## config.mk

```make
export PLATFORM = sky130hd
export DESIGN_NAME = bfs_ctrl
export DESIGN_NICKNAME = d
export VERILOG_FILES = /design/src/hw/rtl/bfs_pkg.sv /design/src/hw/rtl/bfs_ctrl.sv
export SDC_FILE = /design/constraint.sdc
export NUM_CORES = 1
export LEC_CHECK = 0
export BUFFER_PORTS_ARGS = -buffer_cell sky130_fd_sc_hd__buf_2
export CAP_MARGIN = 10
export CORE_AREA = 3 3 40 42
export CTS_CLUSTER_DIAMETER = 120
export DETAILED_ROUTE_END_ITERATION = 16
export DIE_AREA = 0 0 43 45
export GPL_TIMING_DRIVEN = 0
export PLACE_DENSITY = 0.41
export SLEW_MARGIN = 40
export SYNTH_ARGS = -nofsm -noshare
export SYNTH_HDL_FRONTEND = slang
export SYNTH_SLANG_ARGS = --single-unit
```

## constraint.sdc

```tcl
create_clock -name clk -period 2.61 [get_ports clk]
set_input_delay 0.1305 -clock clk [delete_from_list [all_inputs] [get_ports clk]]
set_output_delay 0.1305 -clock clk [all_outputs]
set_load 0.05 [all_outputs]
```

## src/hw/rtl/bfs_pkg.sv

```systemverilog
package bfs_pkg;

	// line and store dimensions
	localparam int MAX_LINE    = 512;
	localparam int ORDER_DEPTH = 256;
	localparam int ORDER_AW    = $clog2(ORDER_DEPTH);
	localparam int LEN_W       = $clog2(MAX_LINE + 1);

	typedef logic [7:0]          char_t;
	typedef logic [9:0]          count_t;
	typedef logic [ORDER_AW:0]   idx_t;
	typedef logic [ORDER_AW-1:0] addr_t;
	typedef logic [LEN_W-1:0]    len_t;

	localparam count_t COUNT_MAX = '1;

	// line terminators
	localparam char_t CHAR_NUL = 8'd0;
	localparam char_t CHAR_NL  = 8'd10;

	// request codes
	typedef enum logic {
		FUNC_ADD  = 1'b0,
		FUNC_READ = 1'b1
	} func_t;

	typedef enum logic [2:0] {
		ST_IDLE,
		ST_ADD_UPD,
		ST_RD_CNT,
		ST_RD_OUT,
		ST_RD_EMPTY
	} state_t;

	// controller to datapath
	typedef struct packed {
		logic add_start;
		logic add_upd;
		logic rd_start;
		logic rd_cnt;
		logic rd_load;
		logic empty_load;
	} cmd_t;

	// datapath to controller
	typedef struct packed {
		logic add_go;
		logic rd_empty;
		logic out_free;
	} status_t;

endpackage

```

## src/hw/rtl/bfs_ctrl.sv

```systemverilog
module bfs_ctrl (
	input  logic             clk,
	input  logic             arst_n,
	input  logic             in_valid,
	input  logic             func,
	input  bfs_pkg::status_t st,
	output logic             in_ready,
	output bfs_pkg::cmd_t    cmd
);
	import bfs_pkg::*;

	state_t state_q;
	state_t state_d;
	logic   accept;

	assign accept = in_valid && in_ready;

	// state register
	always_ff @(posedge clk or negedge arst_n) begin
		if (!arst_n) begin
			state_q <= ST_IDLE;
		end else begin
			state_q <= state_d;
		end
	end

	// next state
	always_comb begin
		state_d = state_q;
		unique case (state_q)
			ST_IDLE: begin
				if (accept) begin
					if (func == FUNC_ADD) begin
						if (st.add_go) state_d = ST_ADD_UPD;
					end else if (st.rd_empty) begin
						state_d = ST_RD_EMPTY;
					end else begin
						state_d = ST_RD_CNT;
					end
				end
			end
			ST_ADD_UPD:  state_d = ST_IDLE;
			ST_RD_CNT:   state_d = ST_RD_OUT;
			ST_RD_OUT:   if (st.out_free) state_d = ST_IDLE;
			ST_RD_EMPTY: if (st.out_free) state_d = ST_IDLE;
			default:     state_d = ST_IDLE;
		endcase
	end

	// outputs
	always_comb begin
		in_ready       = (state_q == ST_IDLE);
		cmd            = '0;
		cmd.add_start  = accept && (func == FUNC_ADD);
		cmd.rd_start   = accept && (func == FUNC_READ) && !st.rd_empty;
		cmd.add_upd    = (state_q == ST_ADD_UPD);
		cmd.rd_cnt     = (state_q == ST_RD_CNT);
		cmd.rd_load    = (state_q == ST_RD_OUT) && st.out_free;
		cmd.empty_load = (state_q == ST_RD_EMPTY) && st.out_free;
	end

endmodule

```

==> results.tsv <==
metric	value	unit
Max IR drop VDD	0.0003349	V
worst hold start	st[2]	
Crit. End Element	output pin	
sequential share of power	23.1	%
final hold violation count	0	
Clk Latency, worst-skew pair	0.23	ns
synth warn	0	
mapped cell area	216.5	µm²
Root Buffer	clkbuf_4	
WP data arrival	1.58	ns
Tmin final	1.713	ns
DRT Wirelength	578	µm
max incr delay on CP	0.46	ns
Met3 Wirelength	36	µm
met2 WL post-DR	322	µm
largest registers	state_q: 3 flops	
syn_nets	28	
Cell Chain, Critical Path	or3_4 -> nor3b_2 -> buf_2	
GRT Total Usage	6.833	%
Comb pwr share	58.0	%
Synth area leaders	dfrtp_1, nand4bb_1, nor3b_1	
Avg Vias per Cell	4.407	
TritonCTS Buffers	3	
type of the worst setup path	reg2out	
area share of the largest cell type after synthesis	34.68	%
largest net degree at the start of global routing	10	
switching pwr	225.4	µW
Core Area	0.001285	mm²
Routed Antenna Nets	0	
Buffers on Ports	13	
Die W	43	µm
layout cells sized above 1	53.85	%
Slew Limit Headroom	82.42	%
CP Data Required Time	2.48	ns
Crit-path slowest cell	dfrtp_1	
Clock Skew	0.001127	ns
initial antenna violation count	0	
commonest cells after routing, fill and taps aside	buf_2, clkbuf_4, dfrtp_1	
Largest register FFs	3	
DIE AREA	0.001935	mm²
clk sinks	3	
biggest area consumer among synthesized cells	dfrtp_1	
DRT iter0 DRCs	0	
Clock Tree Buf Depth	2	
Seq/Total Area, Yosys	34.68	%
grt ovf	0	
Pint	198.7	µW
Tightest Hold Check Type	in2reg	
DR pass1 iterations	1	
RSZ-0062 raised after global routing	no	
I/O Pins	14	
Startpoint Class	flip-flop	
commonest non-fill, non-tap cell in the layout	buf_2	
Distinct cells, synth	15	
Clock power frac	19.0	%
Slew Limit Fails	0	
maxcap violations	0	
status	completed	
Top Layer Used	met3	
sw frac	53.15	%
syn avg cell area	10.31	µm²
crit path launch	state_q[2]	
Design Power	424.1	µW
CP max FO	9	
Initial Utilization	16.85	%
total inserted antenna cells	0	
Max Freq	583.9	MHz
Cell Pwr Density	1260	mW/mm²
fillers	148	
Post-Synthesis Cells	21	
Worst Max-Slew Pin Slew	0.2637	ns
Area Overhead vs Synth	55.49	%
post-cts gate resize count	0	
Remaining DRCs	0	
CTS H-tree depth	1	
Largest Register	state_q	
Core Rows	13	
Clock transition at path regs	0.04	ns
routed length per instance	10.70	µm
RR Startpoint	state_q[2]	
Met1 Wirelength	219	µm
Final HPWL DP	454.6	µm
Final #Nets	47	
via count	238	
Die Y	45	µm
Yosys reg bits	3	
Leak	0.1602	nW
CTS tree	done	
global-route wire length before repair	945	µm
vias in the first global route	240	
Placer Congestion	0.6861	
TNS Setup	0	ns
Tcrit/Tclk final	65.62	%
Final setup viols	0	
## power groups by stage
| stage | registers [mW] | logic [mW] | clock network [mW] |
|---|---|---|---|
| 2_1_floorplan | 0.0876 | 0.198 | 0 |
| 3_3_place_gp | 0.0962 | 0.245 | 0 |
| 3_5_place_dp | 0.0969 | 0.245 | 0 |
| 4_1_cts | 0.0961 | 0.249 | 0.0818 |
| 5_1_grt | 0.103 | 0.259 | 0.0891 |
| 6_report | 0.0978 | 0.246 | 0.0804 |
## routing by layer
layer,GRT usage (%),vias up
met3,1.594,0
met2,12.87,6
li1,-,117
met4,6.627,0
met5,0,-
met1,5.797,115
## through the flow
step	instances	cell area, µm²	util [%]	setup slack [ns]	hold slack [ns]
after floorplan	21	216.5	-	0.8623	-0.1651
after global placement	49	300.3	23.37	1.151	-0.07541
after detailed placement	49	300.3	23.37	1.145	-0.07222
after CTS	54	336.6	26.19	0.8955	0.2001
after global routing	54	336.6	26.19	0.8193	0.2179
final	54	336.6	26.19	0.8974	0.1970
## cells by family (layout without fill, tap and decap cells)
family          after synthesis  after routing  share of synthesized area, %
compound gates                4              4                         12.72
buf+inv                       1             19                         1.732
simple gates                 13             13                         50.86
flops                         3              3                         34.68
## area by class of cell
| type | count | area, µm² | share of cell area (%) |
|---|---|---|---|
| clock buffers | 4 | 26.28 | 7.807 |
| inverters | 1 | 3.754 | 1.115 |
| multi-input cells | 17 | 137.6 | 40.89 |
| flip-flops and latches | 3 | 75.07 | 22.30 |
| well taps | 15 | 18.77 | 5.576 |
| repair buffers | 14 | 75.07 | 22.30 |
## worst paths after layout
| path | depth (start not counted) | endpoint | slack, ns |
|---|---|---|---|
| max | 3 | cmd[5] | 0.90 |
| min | 3 | state_q[0] | 0.20 |
| max reg2reg | 2 | state_q[2] | 1.59 |
| min reg2reg | 1 | state_q[2] | 0.55 |
| max in group asynchronous | 2 | state_q[0] | 2.28 |
| min in group asynchronous | 2 | state_q[2] | 0.22 |
## what timing repair did
action	4_1_cts	5_1_grt
hold endpoints to repair	3	0
hold buffers	1	0
buffers inserted	0	0
## critical path: cells and delay by family (launching register included)
kind	cells	cell delay, ns
AND/OR/NAND/NOR	2	0.61
buffers and inverters	1	0.28
flip-flops	1	0.46
## synthesized netlist by cell type
master / n
dfrtp_1: 3
nor3b_1: 2
nor3b_2: 1
nor3_1: 1
inv_1: 1
nand4bb_1: 2
a21bo_2: 1
nand4b_1: 1
nor3_2: 1
nand2_1: 2
and4b_2: 1
a211oi_1: 1
a21oi_1: 2
or3_4: 1
nand2b_1: 1
No activity file was read; power rests on OpenSTA's default activity.
